===== src/rtl/sitbcd_pkg.sv =====
// ----------------------------------------------------------------------------
// sitbcd_pkg
// Shared constants and types for the signed integer to BCD digit-write block.
// ----------------------------------------------------------------------------
package sitbcd_pkg;

  localparam int MAG_W           = 32;
  localparam int COUNT_W         = 8;
  localparam int CODE_W          = 4;
  localparam int REG_W           = 4;
  localparam int BCD_DIGITS      = 10;
  localparam int BCD_W           = BCD_DIGITS * CODE_W;
  localparam int DIGIT_POSITIONS = 8;
  localparam int BITS_PER_STEP   = 4;
  localparam int CONV_STEPS      = MAG_W / BITS_PER_STEP;
  localparam int STEP_W          = $clog2(CONV_STEPS);
  localparam int QUEUE_DEPTH     = 2;
  localparam int QPTR_W          = $clog2(QUEUE_DEPTH);
  localparam int QCNT_W          = $clog2(QUEUE_DEPTH + 1);

  localparam logic [CODE_W-1:0]  MINUS_RESET = CODE_W'(10);
  localparam logic [COUNT_W-1:0] POS_LIMIT   = COUNT_W'(DIGIT_POSITIONS);
  localparam logic [COUNT_W-1:0] DIGIT_LIMIT = COUNT_W'(BCD_DIGITS);
  localparam logic [REG_W-1:0]   MINUS_REG   = REG_W'(1);

  typedef logic [BCD_DIGITS-1:0][CODE_W-1:0] bcd_t;

  // One converted item waiting between the converter and the write sequencer.
  typedef struct packed {
    bcd_t                 digits;
    logic [COUNT_W-1:0]   count;
    logic                 negative;
  } item_t;

  typedef enum logic [1:0] {
    F_IDLE,
    F_CONV,
    F_PUSH
  } front_state_t;

  typedef enum logic [1:0] {
    B_IDLE,
    B_DIGIT,
    B_MINUS
  } back_state_t;

endpackage


===== src/rtl/sitbcd_front.sv =====
// ----------------------------------------------------------------------------
// sitbcd_front
// Accepts a value, takes its magnitude and converts it to ten BCD digits by
// shift-and-add-3, four bits per cycle, then hands the item to the queue.
// ----------------------------------------------------------------------------
module sitbcd_front (
  input  logic                           clk,
  input  logic                           rst,
  input  logic                           start,
  output logic                           busy,
  input  logic [sitbcd_pkg::MAG_W-1:0]   signed_value,
  input  logic [sitbcd_pkg::COUNT_W-1:0] digit_count,
  input  logic                           q_full,
  output logic                           q_push,
  output sitbcd_pkg::item_t              q_item
);
  import sitbcd_pkg::*;

  front_state_t       state, state_next;
  logic [STEP_W-1:0]  step;
  logic [MAG_W-1:0]   mag;
  logic [MAG_W-1:0]   mag_next;
  logic [BCD_W-1:0]   bcd;
  logic [BCD_W-1:0]   bcd_next;
  logic [COUNT_W-1:0] count;
  logic               negative;
  logic               accept;
  logic               last_step;

  assign accept    = start && (state == F_IDLE);
  assign last_step = (step == STEP_W'(CONV_STEPS - 1));

  // Four dependent shift-and-correct steps over all BCD digits.
  always_comb begin
    logic [BCD_W-1:0] b;
    logic [MAG_W-1:0] m;
    b = bcd;
    m = mag;
    for (int s = 0; s < BITS_PER_STEP; s++) begin
      for (int d = 0; d < BCD_DIGITS; d++) begin
        if (b[d*CODE_W +: CODE_W] >= CODE_W'(5)) begin
          b[d*CODE_W +: CODE_W] = b[d*CODE_W +: CODE_W] + CODE_W'(3);
        end
      end
      b = {b[BCD_W-2:0], m[MAG_W-1]};
      m = {m[MAG_W-2:0], 1'b0};
    end
    bcd_next = b;
    mag_next = m;
  end

  always_comb begin
    state_next = state;
    case (state)
      F_IDLE: begin
        if (start) state_next = F_CONV;
      end
      F_CONV: begin
        if (last_step) state_next = F_PUSH;
      end
      F_PUSH: begin
        if (!q_full) state_next = F_IDLE;
      end
      default: state_next = F_IDLE;
    endcase
  end

  always_comb begin
    busy   = (state != F_IDLE);
    q_push = (state == F_PUSH) && !q_full;
    q_item = '{digits: bcd_t'(bcd), count: count, negative: negative};
  end

  always_ff @(posedge clk) begin
    if (rst) begin
      state <= F_IDLE;
      step  <= '0;
    end else begin
      state <= state_next;
      if (accept) begin
        step <= '0;
      end else if (state == F_CONV) begin
        step <= step + STEP_W'(1);
      end
    end
  end

  always_ff @(posedge clk) begin
    if (accept) begin
      negative <= signed_value[MAG_W-1];
      // Two's complement negate also gives the right magnitude for the most
      // negative value when read as unsigned.
      mag      <= signed_value[MAG_W-1] ? (~signed_value + MAG_W'(1)) : signed_value;
      bcd      <= '0;
      count    <= digit_count;
    end else if (state == F_CONV) begin
      mag <= mag_next;
      bcd <= bcd_next;
    end
  end

  property p_push_not_full;
    @(posedge clk) disable iff (rst) q_push |-> !q_full;
  endproperty
  a_push_not_full: assert property (p_push_not_full)
    else $error("front pushed into a full queue");

  property p_conv_length;
    @(posedge clk) disable iff (rst) (state == F_CONV) && !last_step |=> (state == F_CONV);
  endproperty
  a_conv_length: assert property (p_conv_length)
    else $error("conversion left before its final step");

  property p_accept_starts_conv;
    @(posedge clk) disable iff (rst) accept |=> (state == F_CONV) && (step == '0);
  endproperty
  a_accept_starts_conv: assert property (p_accept_starts_conv)
    else $error("accepted item did not start conversion");

endmodule


===== src/rtl/sitbcd_queue.sv =====
// ----------------------------------------------------------------------------
// sitbcd_queue
// Two-entry queue of converted items between the converter and the write
// sequencer.
// ----------------------------------------------------------------------------
module sitbcd_queue (
  input  logic              clk,
  input  logic              rst,
  input  logic              push,
  input  sitbcd_pkg::item_t push_item,
  output logic              full,
  input  logic              pop,
  output logic              empty,
  output sitbcd_pkg::item_t head
);
  import sitbcd_pkg::*;

  item_t              entries [QUEUE_DEPTH];
  logic [QPTR_W-1:0]  wr_ptr;
  logic [QPTR_W-1:0]  rd_ptr;
  logic [QCNT_W-1:0]  fill;

  assign full  = (fill == QCNT_W'(QUEUE_DEPTH));
  assign empty = (fill == '0);
  assign head  = entries[rd_ptr];

  always_ff @(posedge clk) begin
    if (rst) begin
      wr_ptr <= '0;
      rd_ptr <= '0;
      fill   <= '0;
    end else begin
      if (push) wr_ptr <= wr_ptr + QPTR_W'(1);
      if (pop)  rd_ptr <= rd_ptr + QPTR_W'(1);
      case ({push, pop})
        2'b10:   fill <= fill + QCNT_W'(1);
        2'b01:   fill <= fill - QCNT_W'(1);
        default: fill <= fill;
      endcase
    end
  end

  always_ff @(posedge clk) begin
    if (push) entries[wr_ptr] <= push_item;
  end

  property p_no_underflow;
    @(posedge clk) disable iff (rst) pop |-> !empty;
  endproperty
  a_no_underflow: assert property (p_no_underflow)
    else $error("queue popped while empty");

  property p_no_overflow;
    @(posedge clk) disable iff (rst) push |-> !full;
  endproperty
  a_no_overflow: assert property (p_no_overflow)
    else $error("queue pushed while full");

  property p_fill_bound;
    @(posedge clk) disable iff (rst) fill <= QCNT_W'(QUEUE_DEPTH);
  endproperty
  a_fill_bound: assert property (p_fill_bound)
    else $error("queue fill count out of range");

endmodule


===== src/rtl/sitbcd_back.sv =====
// ----------------------------------------------------------------------------
// sitbcd_back
// Write sequencer: takes one converted item from the queue and issues its
// digit-register writes one per cycle, then the minus write if negative.
// ----------------------------------------------------------------------------
module sitbcd_back (
  input  logic                          clk,
  input  logic                          rst,
  input  logic                          q_empty,
  input  sitbcd_pkg::item_t             q_head,
  output logic                          q_pop,
  input  logic [sitbcd_pkg::CODE_W-1:0] minus_code,
  output logic                          strobe,
  output logic [sitbcd_pkg::REG_W-1:0]  digit_register,
  output logic [sitbcd_pkg::CODE_W-1:0] digit_code,
  output logic                          last_write
);
  import sitbcd_pkg::*;

  back_state_t        state, state_next;
  item_t              cur;
  logic [COUNT_W-1:0] idx;
  logic [COUNT_W-1:0] first_idx;
  logic [COUNT_W-1:0] diff;
  logic               final_digit;

  // Digits that would land beyond the last display position are skipped.
  assign first_idx   = (q_head.count > POS_LIMIT) ? (q_head.count - POS_LIMIT) : '0;
  assign final_digit = (idx == cur.count - COUNT_W'(1));
  assign diff        = cur.count - idx;

  always_comb begin
    state_next = state;
    case (state)
      B_IDLE: begin
        if (!q_empty) begin
          if (q_head.count != '0)  state_next = B_DIGIT;
          else if (q_head.negative) state_next = B_MINUS;
          else                      state_next = B_IDLE;
        end
      end
      B_DIGIT: begin
        if (final_digit) state_next = cur.negative ? B_MINUS : B_IDLE;
      end
      B_MINUS: state_next = B_IDLE;
      default: state_next = B_IDLE;
    endcase
  end

  always_comb begin
    q_pop          = (state == B_IDLE) && !q_empty;
    strobe         = 1'b0;
    digit_register = diff[REG_W-1:0];
    digit_code     = '0;
    last_write     = 1'b0;
    case (state)
      B_DIGIT: begin
        strobe     = 1'b1;
        last_write = final_digit && !cur.negative;
        // Digits past the tenth are leading zeros.
        if (idx < DIGIT_LIMIT) digit_code = cur.digits[idx[3:0]];
      end
      B_MINUS: begin
        strobe         = 1'b1;
        digit_register = MINUS_REG;
        digit_code     = minus_code;
        last_write     = 1'b1;
      end
      default: begin
        strobe = 1'b0;
      end
    endcase
  end

  always_ff @(posedge clk) begin
    if (rst) begin
      state <= B_IDLE;
    end else begin
      state <= state_next;
    end
  end

  always_ff @(posedge clk) begin
    if (q_pop) begin
      cur <= q_head;
      idx <= first_idx;
    end else if (state == B_DIGIT) begin
      idx <= idx + COUNT_W'(1);
    end
  end

  property p_register_range;
    @(posedge clk) disable iff (rst)
      strobe |-> (digit_register >= REG_W'(1)) && (digit_register <= REG_W'(DIGIT_POSITIONS));
  endproperty
  a_register_range: assert property (p_register_range)
    else $error("write to a register outside the display");

  property p_minus_write;
    @(posedge clk) disable iff (rst)
      (state == B_MINUS) |-> strobe && last_write && (digit_register == MINUS_REG);
  endproperty
  a_minus_write: assert property (p_minus_write)
    else $error("minus write malformed");

  property p_gap_after_last;
    @(posedge clk) disable iff (rst) (strobe && last_write) |=> !strobe;
  endproperty
  a_gap_after_last: assert property (p_gap_after_last)
    else $error("write issued right after the final beat of an item");

endmodule


===== src/rtl/signed_int_to_bcd_digit_writes.sv =====
// ----------------------------------------------------------------------------
// signed_int_to_bcd_digit_writes
// Turns a signed 32-bit value and a digit count into display digit-register
// writes, least significant digit first, with an optional final minus write.
// ----------------------------------------------------------------------------
// A new start is taken only while the converter is idle: after the accept cycle
// it converts four bits per cycle, then pushes the item, waiting while the queue
// is full. The sequencer pops an item, then issues one write per cycle.
// Reset clears both control machines and the queue; the stored minus code returns to 10.
// The receiver cannot stall: each write is a one-cycle strobe.
module signed_int_to_bcd_digit_writes (
  input  logic                           clk,
  input  logic                           rst,
  input  logic                           start,
  output logic                           busy,
  input  logic [sitbcd_pkg::MAG_W-1:0]   signed_value,
  input  logic [sitbcd_pkg::COUNT_W-1:0] digit_count,
  input  logic                           cfg_valid,
  output logic                           cfg_ready,
  input  logic [sitbcd_pkg::CODE_W-1:0]  minus_code,
  output logic                           strobe,
  output logic [sitbcd_pkg::REG_W-1:0]   digit_register,
  output logic [sitbcd_pkg::CODE_W-1:0]  digit_code,
  output logic                           last_write
);
  import sitbcd_pkg::*;

  logic [CODE_W-1:0] minus_reg;
  logic              q_full;
  logic              q_empty;
  logic              q_push;
  logic              q_pop;
  item_t             q_in;
  item_t             q_head;

  assign cfg_ready = 1'b1;

  always_ff @(posedge clk) begin
    if (rst) begin
      minus_reg <= MINUS_RESET;
    end else if (cfg_valid && cfg_ready) begin
      minus_reg <= minus_code;
    end
  end

  sitbcd_front u_front (
    .clk          (clk),
    .rst          (rst),
    .start        (start),
    .busy         (busy),
    .signed_value (signed_value),
    .digit_count  (digit_count),
    .q_full       (q_full),
    .q_push       (q_push),
    .q_item       (q_in)
  );

  sitbcd_queue u_queue (
    .clk       (clk),
    .rst       (rst),
    .push      (q_push),
    .push_item (q_in),
    .full      (q_full),
    .pop       (q_pop),
    .empty     (q_empty),
    .head      (q_head)
  );

  sitbcd_back u_back (
    .clk            (clk),
    .rst            (rst),
    .q_empty        (q_empty),
    .q_head         (q_head),
    .q_pop          (q_pop),
    .minus_code     (minus_reg),
    .strobe         (strobe),
    .digit_register (digit_register),
    .digit_code     (digit_code),
    .last_write     (last_write)
  );

endmodule

===== config.mk =====
export PLATFORM = sky130hd
export DESIGN_NAME = signed_int_to_bcd_digit_writes
export DESIGN_NICKNAME = d
export VERILOG_FILES = /design/src/rtl/sitbcd_pkg.sv /design/src/rtl/sitbcd_front.sv /design/src/rtl/sitbcd_queue.sv /design/src/rtl/sitbcd_back.sv /design/src/rtl/signed_int_to_bcd_digit_writes.sv
export SDC_FILE = /design/constraint.sdc
export NUM_CORES = 1
export LEC_CHECK = 0
export ABC_AREA = 1
export BUFFER_PORTS_ARGS = -buffer_cell sky130_fd_sc_hd__buf_2
export CAP_MARGIN = 30
export CORE_UTILIZATION = 57
export DETAILED_ROUTE_END_ITERATION = 12
export PLACE_DENSITY = 0.8
export SLEW_MARGIN = 20
export SYNTH_ARGS = -nofsm -noshare
export SYNTH_HDL_FRONTEND = slang
export SYNTH_SLANG_ARGS = --single-unit

===== constraint.sdc =====
create_clock -name clk -period 5.9 [get_ports clk]
set_clock_uncertainty 0.2 [all_clocks]
set_input_delay 1.18 -clock clk [delete_from_list [all_inputs] [get_ports clk]]
set_output_delay 1.18 -clock clk [all_outputs]
set_load 0.05 [all_outputs]

Word-level counts from Yosys, hierarchy flattened. Memories as Yosys holds them, arrays and structs flattened. A register that Yosys moved wholly into a read port is not among the register bits. Index checks and enable logic that the tools add are counted.

Bits in registers: 153. Bits in writable memories: 98. Bits of input ports: 48. Output and inout bits: 12. Memories: 1.

Memory list: u_queue.entries (depth 2, bits a word 49, rd ports 1, clocked after memory_dff 1, write ports 1, RTL line sitbcd_queue.sv:18) `item_t entries [QUEUE_DEPTH];`.

Add/sub/neg operators: 50. Magnitude comparators: 43. Equal/unequal tests: 14. Muxes and demuxes: 68. Bitwise logic cells: 1. Reductions and logical operators: 19.

Operators by type and width (number): 4-bit by 3-bit >= comparator with 1-bit output (second input constant) (40); 4-bit two-way mux (39); 4-bit by 2-bit adder with 4-bit output (second input constant) (36); 32-bit two-way mux (3); 32-bit by 1-bit adder with 32-bit output (second input constant) (1); 32-bit inverter (1); 8-bit two-way mux (3); 4-bit binary-select mux with 4-bit select (1); 2-bit two-way mux (8); 3-bit by 2-bit adder with 3-bit output (second input constant) (4); 3-bit two-way mux (4); 8-bit by 1-bit adder with 8-bit output (second input constant) (1); 2-bit equality test (second input constant) (4); 8-bit equality test (1); 8-bit by 4-bit > comparator with 1-bit output (second input constant) (1); 8-bit by 4-bit less-than comparator with 1-bit output (second input constant) (1); 2-bit one-hot mux with 2 select lines (2); 4-bit one-hot mux with 2 select lines (1); 2-bit nonzero test (4); 8-bit nonzero test (1); 8-bit by 1-bit subtractor with 8-bit output (second input constant) (1); 8-bit by 4-bit subtractor with 8-bit output (second input constant) (1); 2-bit by 1-bit equality test with 1-bit output (second input constant) (3); 2-bit logical NOT (3); 17 further kinds (31).

Depth between registers and ports, before layout.
Depth after elaboration: 8. Depth in mapped cells: 28.

Hierarchy. From an unflattened synthesis, not the netlist that was laid out.

Cells, all modules: 1689. Area, all modules: 14634.0 um2.

By module, submodules not included: sitbcd_front (instances 1, cells an instance 1185, area each 7702.4 um2, seq. area each 2132.0 um2); sitbcd_queue (instances 1, cells an instance 185, area each 3806.2 um2, seq. area each 3042.9 um2); sitbcd_back (instances 1, cells an instance 295, area each 2964.1 um2, seq. area each 1751.7 um2); signed_int_to_bcd_digit_writes (instances 1, cells an instance 24, area each 161.4 um2, seq. area each 80.1 um2).

Least setup slack after synthesis. Ideal clock, no wire load.

Path kind: flip-flop to flip-flop. Start point: register u_back.state[0]. End point: register u_back.idx[0], enable pin. Library setup time: 0.329 ns. Arrival time: 3.773 ns. Setup slack: 1.598 ns. Cell stages (with the launch flop): 8. Path through: dfxtp_1 > inv_1 > ha_1 > inv_1 > nor2_1 > inv_1 > clkbuf_1 > nand2_1.

Longest elaborated chain between the ends: 3. Elaborated cells between the ends (all ways): 4.

RTL lines: start, declared (RTL line sitbcd_back.sv:20) `back_state_t state, state_next;`; start signal, assigned (RTL line sitbcd_back.sv:79) `state <= state_next;`; 2-bit logical NOT (RTL line sitbcd_back.sv:51) `q_pop = (state == B_IDLE) && !q_empty;`; 1-bit logical AND (RTL line sitbcd_back.sv:51); via q_pop (RTL line signed_int_to_bcd_digit_writes.sv:32) `logic q_pop;`; 2-bit nonzero test (no line); end signal, assigned (RTL line sitbcd_back.sv:86) `idx <= first_idx;`; end signal, assigned (RTL line sitbcd_back.sv:88) `idx <= idx + COUNT_W'(1);`; end, declared (RTL line sitbcd_back.sv:22) `logic [COUNT_W-1:0] idx;`.

The timed path passes the listed nets, and every way through them passes these cells. A chain may end at the register's enable or synchronous reset.

Worst setup path after layout.
Start point: register u_back.idx[0]. End point: output port digit_code[3] (netlist bit).

Longest elaborated chain between the ends: 4. Elaborated cells between the ends (all ways): 5.

RTL lines: 4-bit binary-select mux with 4-bit select (RTL line sitbcd_back.sv:61) `if (idx < DIGIT_LIMIT) digit_code = cur.digits[idx[3:0]];`; 4-bit two-way mux (implied by the code) (RTL line sitbcd_back.sv:61); 4-bit two-way mux (*) (RTL line sitbcd_back.sv:61); 4-bit one-hot mux with 2 select lines (*) (RTL line sitbcd_back.sv:56) `case (state)`; end, declared (RTL line signed_int_to_bcd_digit_writes.sv:23) `output logic [sitbcd_pkg::CODE_W-1:0] digit_code,`.

Every way passes the cells marked *; elsewhere a longest branch is shown, timed or not. The select of a mux whose other input is x is not followed.

==> qor.yml <==
layout_worst_path_cycle_share_pct: 75.1
synth_edf_count: 196
timing.critical_path.depth: 7
slew_headroom_pct: 52.3
yosys_register_bits: 252
via_per_inst: 5.46
core-area_um2: 25100
postCtsSetupBuffers: 0
routabilityCongestion: 0.920
totalNegativeSetupSlack_ns: 0
async_reset_ff_share_pct: 0
critPathMaxFanout: 24
critPathSlowestCell: "sky130_fd_sc_hd__edfxtp_1"
largest-register: "u_queue.entries"
cp-startpoint: "u_back.idx[0]"
critical_path.reg2reg.endpoint: "u_front.bcd[38]"
setup.worst_path.start_class: "flop"
drt_pass1_iterations: 6
multi_input_logic_area_um2: 6630
timing.final.hold_violations: 0
synthDominantCellAreaShare_pct: 40.4
cts_repair_resize_count: 0
die_x_um: 162
diodes: 0
cp.buffers_inverters: 2
dieHeight_um: 162
ys.warnings.count: 0
placed_cells: 2098
grt_antenna_before_repair: 0
netlist_instances: 1740
finalCoreUtilization_pct: 64.3
synth.distinct_cells: 51
htreeDepth: 1
report.final.slew_viol_count: 0
required_time_of_the_critical_path_ns: 4.52
final_setup_violations: 0
nNetsFinal: 1899
dr_total_vias: 11700
yosys_most_used_dff: "sky130_fd_sc_hd__edfxtp_1"
rsz0062_at_grt: "no"
worst_path_largest_cell_delay_ns: 0.78
timing.final.crit_period_ns: 4.43
rows: 58
fp.dieArea_um2: 26200
reg2reg_setup_slack_ns: 2.05
crit_path_cell_trace: "inv_1 -> nand2_1 -> a32o_1 -> nor2_1 -> o311ai_0 -> a21oi_1 -> buf_2"
instances_no_fill: 2148
number_of_buffers_added_by_the_clock_tree_synthesis_step: 27
gr-usage-all-layers_pct: 23.5
tritoncts: "built"
ios: 60
worstRegToRegCells: 27
globalRouteOverflowTotal: 0
timing.critical_path.to: "digit_code[3]"
syn2layout_area_growth_pct: 10.9
dr.first_iter.drc_count: 893
post-route-drc-count: 0
netlist.top_cell.by_area: "sky130_fd_sc_hd__edfxtp_1"
drt-wirelength-per-cell_um: 14.2
measured_slew_at_the_worst_slew_check_pin_ns: 0.715
syn_area_per_cell_um2: 8.38
setup.worst_path.end_class: "output pin"
seq_area_um2: 7010
totalWireLength_mm: 30.6
worst_path_dominant_cell_family: "compound AO/OA/AOI/OAI gates"
clock_transition_at_the_register_clock_pins_on_the_worst_setup_and_hold_paths_after_cts_ns: 0.06
yosysSeqAreaShare_pct: 48.1
cp_data_arrival_time_ns: 3.05
largest_register_ffs: 98
final_layout_size_suffix_gt1_share_pct: 13.7
start_util_pct: 58.0
setup.worst_path.class: "reg2out"
detailed_place_hpwl_mm: 21.5
mappedNetlistNets: 1842
synth_area_um2: 14600
root_buffer: "sky130_fd_sc_hd__clkbuf_16"
num-fill-cells: 1997
critical_path.reg2reg.startpoint: "u_front.bcd[33]"
vias_in_the_first_global_route: 11000
max_cap_viol_count: 0
io_buffer_count: 58
ctsLongestPathBuffers: 3
worst_skew_pair.late_latency_ns: 0.55
number_of_buffers_added_to_fix_hold_violations_after_cts: 0
max_clock_freq_mhz: 226
run_status: "finished, final reports clean"
yosys-top-cells-area: "sky130_fd_sc_hd__edfxtp_1, sky130_fd_sc_hd__nand2_1, sky130_fd_sc_hd__dfxtp_1"
grt_first_pass_wirelength_mm: 50.8
hold_class: "reg2reg"
layout_top_registers: "u_queue.entries (98), u_back.cur (49), u_front.bcd (40)"
detail-route-antenna-nets: 0
whs_ns: 0.248
maximum_number_of_pins_on_one_net_before_global_route_repair: 60
tritoncts_num_sinks: 252
kinds of logic (layout without fill, tap and decap cells):
kind of cell	after synthesis	after routing	share of synthesized area (%)
flip-flops	252	252	48.1
adder cells (fa/ha/maj)	54	54	4.69
AND/OR/NAND/NOR	917	917	29.0
buffers and inverters	255	333	6.64
multiplexers	2	2	0.137
AO/OA/AOI/OAI	214	214	8.69
other	1	1	0.0257
XOR/XNOR	45	45	2.76
cells in the final DEF, fill, tap and decap left out, types with 10 or more instances in the layout:
master and instances:
sky130_fd_sc_hd__a21oi_1 54, sky130_fd_sc_hd__buf_2 58, sky130_fd_sc_hd__clkbuf_16 28, sky130_fd_sc_hd__dfxtp_1 56
sky130_fd_sc_hd__edfxtp_1 196, sky130_fd_sc_hd__ha_1 53, sky130_fd_sc_hd__inv_1 200, sky130_fd_sc_hd__inv_2 14
sky130_fd_sc_hd__nand2_1 517, sky130_fd_sc_hd__nand2_2 57, sky130_fd_sc_hd__nand3_1 133, sky130_fd_sc_hd__nand3_2 29
sky130_fd_sc_hd__nand4_1 43, sky130_fd_sc_hd__nor2_1 78, sky130_fd_sc_hd__nor3_1 16, sky130_fd_sc_hd__o211ai_1 10
sky130_fd_sc_hd__o21ai_0 74, sky130_fd_sc_hd__o21ai_1 17, sky130_fd_sc_hd__o21ai_2 12, sky130_fd_sc_hd__xnor2_1 15
sky130_fd_sc_hd__xor2_1 29
worst min path at each step:
stage,start,to,slack (ns),cells after the start
CTS,u_front.count[6],u_queue.entries[0][7],0.25,0
detailed placement,u_front.negative,u_queue.entries[0][0],0.23,0
global placement,u_front.negative,u_queue.entries[1][0],0.22,0
global route,u_front.count[4],u_queue.entries[0][5],0.26,0
floorplan,u_front.negative,u_queue.entries[0][0],0.22,0
finish,u_front.count[6],u_queue.entries[0][7],0.25,0
layout make-up:
cell class / instances / share of cell area (%)
sequential: 252 / 43.4
multi-input combinational: 1233 / 41.0
inverter: 215 / 5.00
clock buffer: 33 / 4.58
tap: 330 / 2.56
timing repair buffer: 68 / 2.42
clock inverter: 17 / 1.05
routing by layer:
layer	vias to the layer above	global-route usage (%)	share of wire [%]
li1	5949	-	-
met5	-	0	0
met2	283	41.3	49
met1	5433	30.7	44
met3	57	2.32	4.3
met4	0	7.03	2.7
synth_stat cells (31+ instances only):
master and n:
sky130_fd_sc_hd__o21ai_0 74, sky130_fd_sc_hd__nand4_1 43, sky130_fd_sc_hd__a21oi_1 54, sky130_fd_sc_hd__dfxtp_1 56, sky130_fd_sc_hd__nand2_1 517, sky130_fd_sc_hd__inv_1 202
sky130_fd_sc_hd__nand3_1 133, sky130_fd_sc_hd__nor2_1 82, sky130_fd_sc_hd__nand2_2 57, sky130_fd_sc_hd__edfxtp_1 196, sky130_fd_sc_hd__clkbuf_1 31, sky130_fd_sc_hd__ha_1 53
worst register-to-register path: cells and delay by family (launching register included):
| kind | cells | cell delay (ns) |
|---|---|---|
| DFF | 1 | 0.45 |
| buffers and inverters | 4 | 0.37 |
| and+or+nand+nor | 19 | 1.97 |
| adders and majority gates | 4 | 0.77 |
stage by stage:
stage | cell area, um^2 | worst slack, ns
3_3_place_gp | 15200 | 2.22
3_5_place_dp | 15200 | 2.08
2_1_floorplan | 14600 | 1.60
5_1_grt | 16200 | 1.28
4_1_cts | 16200 | 1.50
6_report | 16200 | 1.47
Power is left out: the tool's default activity adds up to more than one toggle a clock period on the data nets, which glitch-free logic cannot reach.
